===== config.mk =====
export PLATFORM = sky130hd
export DESIGN_NAME = shqs_ram
export DESIGN_NICKNAME = d
export VERILOG_FILES = /design/src/rtl/shqs_ram.sv
export SDC_FILE = /design/constraint.sdc
export NUM_CORES = 1
export LEC_CHECK = 0
export BUFFER_PORTS_ARGS = -buffer_cell sky130_fd_sc_hd__buf_2
export CAP_MARGIN = 30
export CORE_MARGIN = 4
export CORE_UTILIZATION = 40
export DETAILED_ROUTE_END_ITERATION = 7
export SLEW_MARGIN = 20
export SYNTH_ARGS = -nofsm -noshare
export SYNTH_HDL_FRONTEND = slang
export SYNTH_SLANG_ARGS = --single-unit
export TNS_END_PERCENT = 30

===== constraint.sdc =====
create_clock -name clk_i -period 4.7 [get_ports clk_i]
set_input_delay 0 -clock clk_i [delete_from_list [all_inputs] [get_ports clk_i]]
set_output_delay 0 -clock clk_i [all_outputs]
set_load 0.05 [all_outputs]

===== src/rtl/shqs_ram.sv =====
// Generic single-clock RAM with one write port and one registered read port.
module shqs_ram #(
  parameter int WIDTH = 32,
  parameter int DEPTH = 16,
  parameter int AW    = (DEPTH > 1) ? $clog2(DEPTH) : 1
) (
  input  logic             clk_i,
  input  logic             we_i,
  input  logic [AW-1:0]    waddr_i,
  input  logic [WIDTH-1:0] wdata_i,
  input  logic [AW-1:0]    raddr_i,
  output logic [WIDTH-1:0] rdata_o
);

  logic [WIDTH-1:0] mem_q [DEPTH];
  logic [WIDTH-1:0] rdata_q;

  always_ff @(posedge clk_i) begin
    if (we_i) begin
      mem_q[waddr_i] <= wdata_i;
    end
    rdata_q <= mem_q[raddr_i];
  end

  assign rdata_o = rdata_q;

endmodule

# Word level (Yosys, flattened, before mapping)
# Memory sizes are Yosys's and may differ from the RTL's. A register that Yosys moved wholly into a read port is not among the register bits.
# Index checks and enable logic that the tools add are counted.
# Widths: inputs -> output; s select.
# classes
mux,2
# ops
operator,count
$mux 1,2
# word_totals
wordCells,3
mem_bits_rw,512
ff_bits,0
in_bits,42
output_inout_bits,32
mem_count,1
# mem_list
name,words,width,read_ports,rd_ports_with_merged_regs,write_ports,line,rtl
mem_q,16,32,1,1,1,15,logic [WIDTH-1:0] mem_q [DEPTH];

# Depth between registers and ports, before layout
# Gate-level depths: netlist (run 1).
# depth
depth_word,2
mapped_depth,5
depth_no_buf,3

# Worst setup path before layout (run 1)
# No wires, ideal clock.
# synth_path
path_kind,input port to flip-flop
from,in waddr_i[2]
to,mem mem_q[0][0] (enable)
path_buffers,0
path_stages,2
path_slack_ns,1.520
arrival_ns,2.718
setup_ns,0.461
required_time_ns,4.239
cell_sequence,or3b_2 > nor3_1
# synth_rtl
element,line,rtl
"start, declared",9,"input logic [AW-1:0] waddr_i,"
"end, declared",15,
# No word-level cell before the write port.

==> results.sh, run 1 <==
export IMPL_synth_xor_area_frac=0
export IMPL_fp_dieH_um=231
export IMPL_synthesis_area_mm2=0.0199
export IMPL_cp_endpoint="rdata_o[18]"
export IMPL_post_cts_buffers=0
export IMPL_r2r_start="mem_q[1][23]"
export IMPL_power_internal_w=0.00821
export IMPL_p_switching_w=0.00218
export IMPL_tritoncts="built"
export IMPL_combPwrFrac=0.058
export IMPL_r2r_end="rdata_o[23]"
export IMPL_synth_compound_area_frac=0.0242
export IMPL_drive_above_1_share=0.321
export IMPL_finalSetupViolCount=0
export IMPL_reg2reg_slack_ps=3360
export IMPL_min_period_over_period=0.356
export IMPL_hold_class="in2reg"
export IMPL_crit_arrival_ps=2140
export IMPL_routed_wl_um=43200
export IMPL_nets=1027
export IMPL_fin_area_mm2=0.0234
export IMPL_vias_per_cell=5.31
export IMPL_fin_util=0.477
export IMPL_overflow=0
export IMPL_dieArea_mm2=0.0533
export IMPL_finalSetupTns_ps=0
export IMPL_drtAntennaViolNets=0
export IMPL_drtPass1Iterations=5
export IMPL_drv_slew=0
export IMPL_report_final_hold_viol_count=0
export IMPL_vias=9000
export IMPL_synth_seq_cells=544
export IMPL_cts_resized=0
export IMPL_yosysWarnings=0
export IMPL_htree_levels=2
export IMPL_avgSynthCellArea_um2=23.7
export IMPL_postPlaceCellArea_mm2=0.0213
export IMPL_synthesis_nets=880
export IMPL_syn_inst=838
export IMPL_power_leakage_nw=7.52
export IMPL_io_pins=74
export IMPL_grt_use_total=0.162
export IMPL_powerDensity_mw_per_mm2=444
export IMPL_clkTransAtPathRegs_ps=60
export IMPL_fmax_mhz=598
export IMPL_clk_latency_ps=590
export IMPL_cts_buffer_depth=3
export IMPL_synthToLayoutAreaGrowth_pct=17.8
export IMPL_holdCritStartpoint="raddr_i[2]"
export IMPL_synthAdderAreaFrac=0
export IMPL_routedWlPerCell_um=25.5
export IMPL_required_ps=5170
export IMPL_synth_simple_area_share=0.0127
export IMPL_grt_pass1_vias=9526
export IMPL_setup_slack_ps=3030
export IMPL_die_w_um=231
export IMPL_reg2reg_depth=3
export IMPL_crit_fanout=68
export IMPL_ir_worst_vdd_v=0.000261
export IMPL_synth_top_family_by_area="multiplexers"
export IMPL_worst_pin_slew_ps=895
export IMPL_drv_cap=0
export IMPL_total_power_w=0.0104
export IMPL_relSlewSlack=0.404
export IMPL_grt_pass1_wl_um=63500
export IMPL_ys_types=18
export IMPL_p_clk_frac=0.417
export IMPL_root_buffer="clkbuf_16"
export IMPL_core_area_mm2=0.0491
export IMPL_drt_iter0_drc=782
export IMPL_grt_setup_unrepaired="false"
export IMPL_setup_worst_path_end_class="flip-flop"
export IMPL_p_seq_frac=0.526
export IMPL_gp_congestion=0.689
export IMPL_dp_slack_ps=2390
export IMPL_antenna_found_initial=4
export IMPL_power_switching_share=0.210
export IMPL_status="complete, no violations"
export IMPL_crit_start="raddr_i[0]"
export IMPL_place_hpwl_um=21700
export IMPL_start_util=0.405
export IMPL_grt_max_degree=106
export IMPL_portBuffers=73
export IMPL_worstSetupPathType="in2reg"
export IMPL_num_rows=81
export IMPL_period_minus_slack_ps=1670
export IMPL_post_route_drc_count=0
export IMPL_setup_worst_path_start_class="primary input"
export IMPL_numCtsBuffers=55
export IMPL_cts_sinks=544
export IMPL_seq_area_frac_synth=0.807
export IMPL_synthMuxAreaShare=0.145
export IMPL_clock_skew_ps=12.3
[layout by cell type, fill, tap and decap left out, types with 2 or more instances in the layout]
| cell | Yosys | routed |
|---|---|---|
| a22oi_1 | 64 | 64 |
| buf_12 | 0 | 2 |
| buf_16 | 0 | 3 |
| buf_2 | 4 | 71 |
| buf_4 | 11 | 24 |
| bufinv_16 | 0 | 7 |
| clkbuf_1 | 17 | 9 |
| clkbuf_16 | 0 | 55 |
| clkbuf_8 | 0 | 4 |
| clkinv_1 | 0 | 12 |
| clkinv_2 | 0 | 12 |
| dfxtp_1 | 32 | 32 |
| diode_2 | 0 | 2 |
| dlygate4sd3_1 | 0 | 32 |
| edfxtp_1 | 512 | 512 |
| inv_6 | 0 | 3 |
| mux4_2 | 128 | 128 |
| nand2_1 | 33 | 33 |
| nand2b_1 | 2 | 2 |
| nand3b_1 | 2 | 2 |
| nor2_4 | 0 | 13 |
| nor2b_4 | 0 | 2 |
| nor3_2 | 0 | 4 |
[worst min-delay path by stage]
stage,to,slack (ps),cells after the start
floorplan,mem_q[0][0],100,0
global placement,mem_q[12][11],380,1
detailed placement,mem_q[8][28],380,1
CTS,rdata_o[6],10,4
global route,rdata_o[15],50,4
finish,rdata_o[0],40,4
[power groups by stage]
stage	Sequential, W	Clock, W	Combinational [W]
3_5_place_dp	0.00556	0	0.000587
2_1_floorplan	0.00567	0	0.000260
4_1_cts	0.00546	0.00443	0.000611
5_1_grt	0.00546	0.00465	0.000642
3_3_place_gp	0.00556	0	0.000575
6_report	0.00546	0.00433	0.000599
[registers in the layout (all words and copies together) (netlist names)]
register  count
rdata_o      32
mem_q       512
[per-layer routing]
metal / global-route usage / vias to the layer above / share of wire
li1: - / 3882 / -
met1: 0.221 / 4845 / 0.42
met2: 0.274 / 209 / 0.51
met3: 0.0301 / 62 / 0.054
met4: 0.0410 / 2 / 0.018
met5: 0 / - / 0.00016
[cell usage after synthesis (all sizes together)]
library cell / count / share of area
a22oi: 64 / 0.024
nor2b: 2 / 0.00063
and2: 1 / 0.00032
nand2: 33 / 0.0062
edfxtp: 512 / 0.77
nand3: 1 / 0.00025
nor3: 4 / 0.0010
dfxtp: 32 / 0.032
clkbuf: 17 / 0.0032
or3b: 1 / 0.00044
buf: 26 / 0.0080
nor2: 13 / 0.0025
nand3b: 2 / 0.00076
nand2b: 2 / 0.00063
mux4: 128 / 0.15
[repair_timing]
item | CTS | global route
hold buffers | 32 | 0
setup endpoints to repair | 0 | 0
hold endpoints to repair | 512 | 0
[cell type report]
class / count / area (um^2)
Fill cell: 4042 / 25700
Multi-Input combinational cell: 251 / 3750
Sequential cell: 544 / 16000
Clock inverter: 35 / 349
Timing Repair Buffer: 133 / 992
Clock buffer: 67 / 1450
Tap cell: 664 / 831
Antenna cell: 2 / 5.00
[critical path, cell delays in order]
cell and delay (ps):
clkbuf_8 660, buf_4 530, mux4_2 550, a22oi_1 220, nand2_1 90
[kinds of logic after synthesis]
group | count (synthesis)
flip-flops | 544
multiplexers | 128
AO/OA/AOI/OAI | 64
buffers and inverters | 43
AND/OR/NAND/NOR | 59
[stage by stage]
stage | cells | hold slack (ps)
floorplan | 838 | 98.9
global placement | 1556 | 375
detailed placement | 1560 | 384
CTS | 1694 | 11.3
global route | 1696 | 54.0
finish | 1696 | 42.3
Note: power is estimated with default switching activity, not from simulation.
==> run 2: changes to the inputs <==
--- a/config.mk
+++ b/config.mk
@@ -5,6 +5,7 @@
 export SDC_FILE = /design/constraint.sdc
 export NUM_CORES = 1
 export LEC_CHECK = 0
+export ABC_AREA = 1
 export BUFFER_PORTS_ARGS = -buffer_cell sky130_fd_sc_hd__buf_2
 export CAP_MARGIN = 30
 export CORE_MARGIN = 4
==> constraint.sdc (replaced) <==
create_clock -name clk_i -period 1.48 [get_ports clk_i]
set_input_delay 0 -clock clk_i [delete_from_list [all_inputs] [get_ports clk_i]]
set_output_delay 0 -clock clk_i [all_outputs]
set_load 0.05 [all_outputs]
==> results.sh, run 2 <==
export IMPL_antenna_found_initial=2
export IMPL_final_seq_area_mm2=0.0160
export IMPL_grt_pass1_vias=14100
export IMPL_synthToLayoutAreaGrowth_pct=16.8
export IMPL_clock_skew_ps=17.6
export IMPL_cts_sinks=544
export IMPL_die_w_um=246
export IMPL_routedWlPerCell_um=18.2
export IMPL_drtPass1Iterations=5
export IMPL_path_delay_family="flip-flops"
export IMPL_cts_buffer_depth=3
export IMPL_gp_congestion=0.802
export IMPL_worstSetupPathType="reg2out"
export IMPL_seq_area_frac_synth=0.705
export IMPL_drt_iter0_drc=1335
export IMPL_setup_slack_ps=105
export IMPL_nets=2285
export IMPL_r2r_end="rdata_o[27]"
export IMPL_worst_path_largest_cell_delay_ps=450
export IMPL_r2r_start="mem_q[1][27]"
export IMPL_grt_setup_unrepaired="false"
export IMPL_crit_chain="buf_2"
export IMPL_powerDensity_mw_per_mm2=1240
export IMPL_fin_cells=3043
export IMPL_reg2reg_slack_ps=420
export IMPL_multiInputGateArea_mm2=0.00467
export IMPL_dp_slack_ps=175
export IMPL_tritoncts="built"
export IMPL_hold_end="mem_q[0][11]"
export IMPL_synth_most_common_cell="nand2_1"
export IMPL_fmax_mhz=727
export IMPL_avgSynthCellArea_um2=10.7
export IMPL_grt_max_degree=93
export IMPL_syn_inst=2120
export IMPL_finalSetupViolCount=0
export IMPL_ys_types=15
export IMPL_ir_worst_vdd_v=0.000839
export IMPL_synthesis_nets=2162
export IMPL_numCtsBuffers=53
export IMPL_overflow=0
export IMPL_report_final_hold_viol_count=0
export IMPL_hold_class="in2reg"
export IMPL_clk_latency_ps=600
export IMPL_synthesis_area_mm2=0.0227
export IMPL_routed_wl_um=55500
export IMPL_core_area_mm2=0.0563
export IMPL_power_leakage_nw=11.2
export IMPL_drv_slew=0
export IMPL_holdCritStartpoint="we_i"
export IMPL_vias_per_cell=4.83
export IMPL_synth_common_cells="nand2_1, edfxtp_1, inv_1"
export IMPL_io_pins=74
export IMPL_num_rows=87
export IMPL_largest_register_ffs=512
export IMPL_min_period_over_period=0.929
export IMPL_setup_worst_path_start_class="flip-flop"
export IMPL_synthArstFlopShare=0
export IMPL_synth_edf_count=512
export IMPL_post_route_drc_count=0
export IMPL_netlist_top_cell_by_area="edfxtp_1"
export IMPL_period_minus_slack_ps=1380
export IMPL_yosysWarnings=0
export IMPL_largest_register="mem_q"
export IMPL_crit_arrival_ps=1380
export IMPL_dieArea_mm2=0.0607
export IMPL_setup_worst_path_end_class="output port"
export IMPL_nFillCells=5008
export IMPL_relSlewSlack=0.616
export IMPL_grt_pass1_wl_um=85600
export IMPL_drtAntennaViolNets=0
export IMPL_final_cell_mix="nand2_1, edfxtp_1, inv_1"
export IMPL_final_common_cell="nand2_1"
export IMPL_required_ps=1480
export IMPL_grt_use_total=0.184
export IMPL_cts_resized=0
export IMPL_root_buffer="clkbuf_16"
export IMPL_path_buf_inv=1
export IMPL_status="complete, no violations"
export IMPL_hold_path_depth=5
export IMPL_crit_slowest_cell="dfxtp_1"
export IMPL_start_util=0.404
export IMPL_place_hpwl_um=32000
export IMPL_drv_cap=0
export IMPL_crit_fanout=1
export IMPL_vias=14700
export IMPL_portBuffers=73
export IMPL_drive_above_1_share=0.0997
export IMPL_hold_ws_ps=156
export IMPL_clkTransAtPathRegs_ps=60
export IMPL_synth_top_cell_area_share=0.676
export IMPL_synthTopCellsByArea="edfxtp_1, nand2_1, nand3_1"
export IMPL_fp_dieH_um=246
export IMPL_yosys_most_used_dff="edfxtp_1"
export IMPL_placed_cells=2908
export IMPL_reg2reg_depth=6
export IMPL_htree_levels=2
export IMPL_synth_seq_cells=544
export IMPL_post_cts_buffers=0
export IMPL_worst_pin_slew_ps=577
==> run 2: changes by cell type after synthesis, sizes merged, moves of 64 or more <==
cell,before,now
a22oi,64,0
buf,26,91
inv,0,390
mux4,128,0
nand2,33,677
nand3,1,385
==> run 2: layout make-up <==
type / count / share of cell area
antenna: 1 / 0.0000942
clock buffer: 74 / 0.0553
clock inverter: 24 / 0.00716
inverter: 390 / 0.0554
multi-input combinational: 1081 / 0.176
sequential: 544 / 0.603
tap: 756 / 0.0356
timing repair buffer: 173 / 0.0675
==> run 2: worst max path at each step <==
stage / startpoint / endpoint / slack, ps / depth (start not counted)
after floorplan: waddr_i[2] / mem_q[10][0] / -510 / 2
after global routing: rdata_o[7] / rdata_o[7] / 50 / 1
after global placement: raddr_i[0] / rdata_o[4] / 190 / 9
final: rdata_o[7] / rdata_o[7] / 100 / 1
after CTS: rdata_o[7] / rdata_o[7] / 70 / 1
after detailed placement: raddr_i[0] / rdata_o[31] / 170 / 9
==> run 2: stage by stage <==
step	setup TNS, ps	total power [W]	instance area (um^2)	util
final	0	0.0329	26600	0.472
after global routing	0	0.0342	26600	0.472
after CTS	0	0.0332	26600	0.472
after detailed placement	0	0.0202	24500	0.436
after global placement	0	0.0201	24500	0.436
after floorplan	-251040	0.0192	22700	-
==> run 2: where the power goes <==
part | internal [W] | switching (W)
clock network | 0.00742 | 0.00558
registers | 0.0172 | 0.000135
logic | 0.000722 | 0.00183
==> run 2: routing by layer <==
layer / vias up / GRT usage / share of wire
li1: 7093 / - / -
met1: 7076 / 0.275 / 0.46
met2: 465 / 0.286 / 0.45
met3: 75 / 0.0312 / 0.067
met4: 2 / 0.0397 / 0.017
met5: - / 0 / 0.00023
==> run 2: logic make-up after synthesis <==
logic type             share of synthesized area
buffers and inverters                     0.0954
AND/OR/NAND/NOR                            0.200
flip-flops                                 0.705
==> run 2: timing repair <==
item	in CTS	in global routing
setup endpoints to repair	0	0
hold endpoints to repair	524	0
hold buffers	36	0
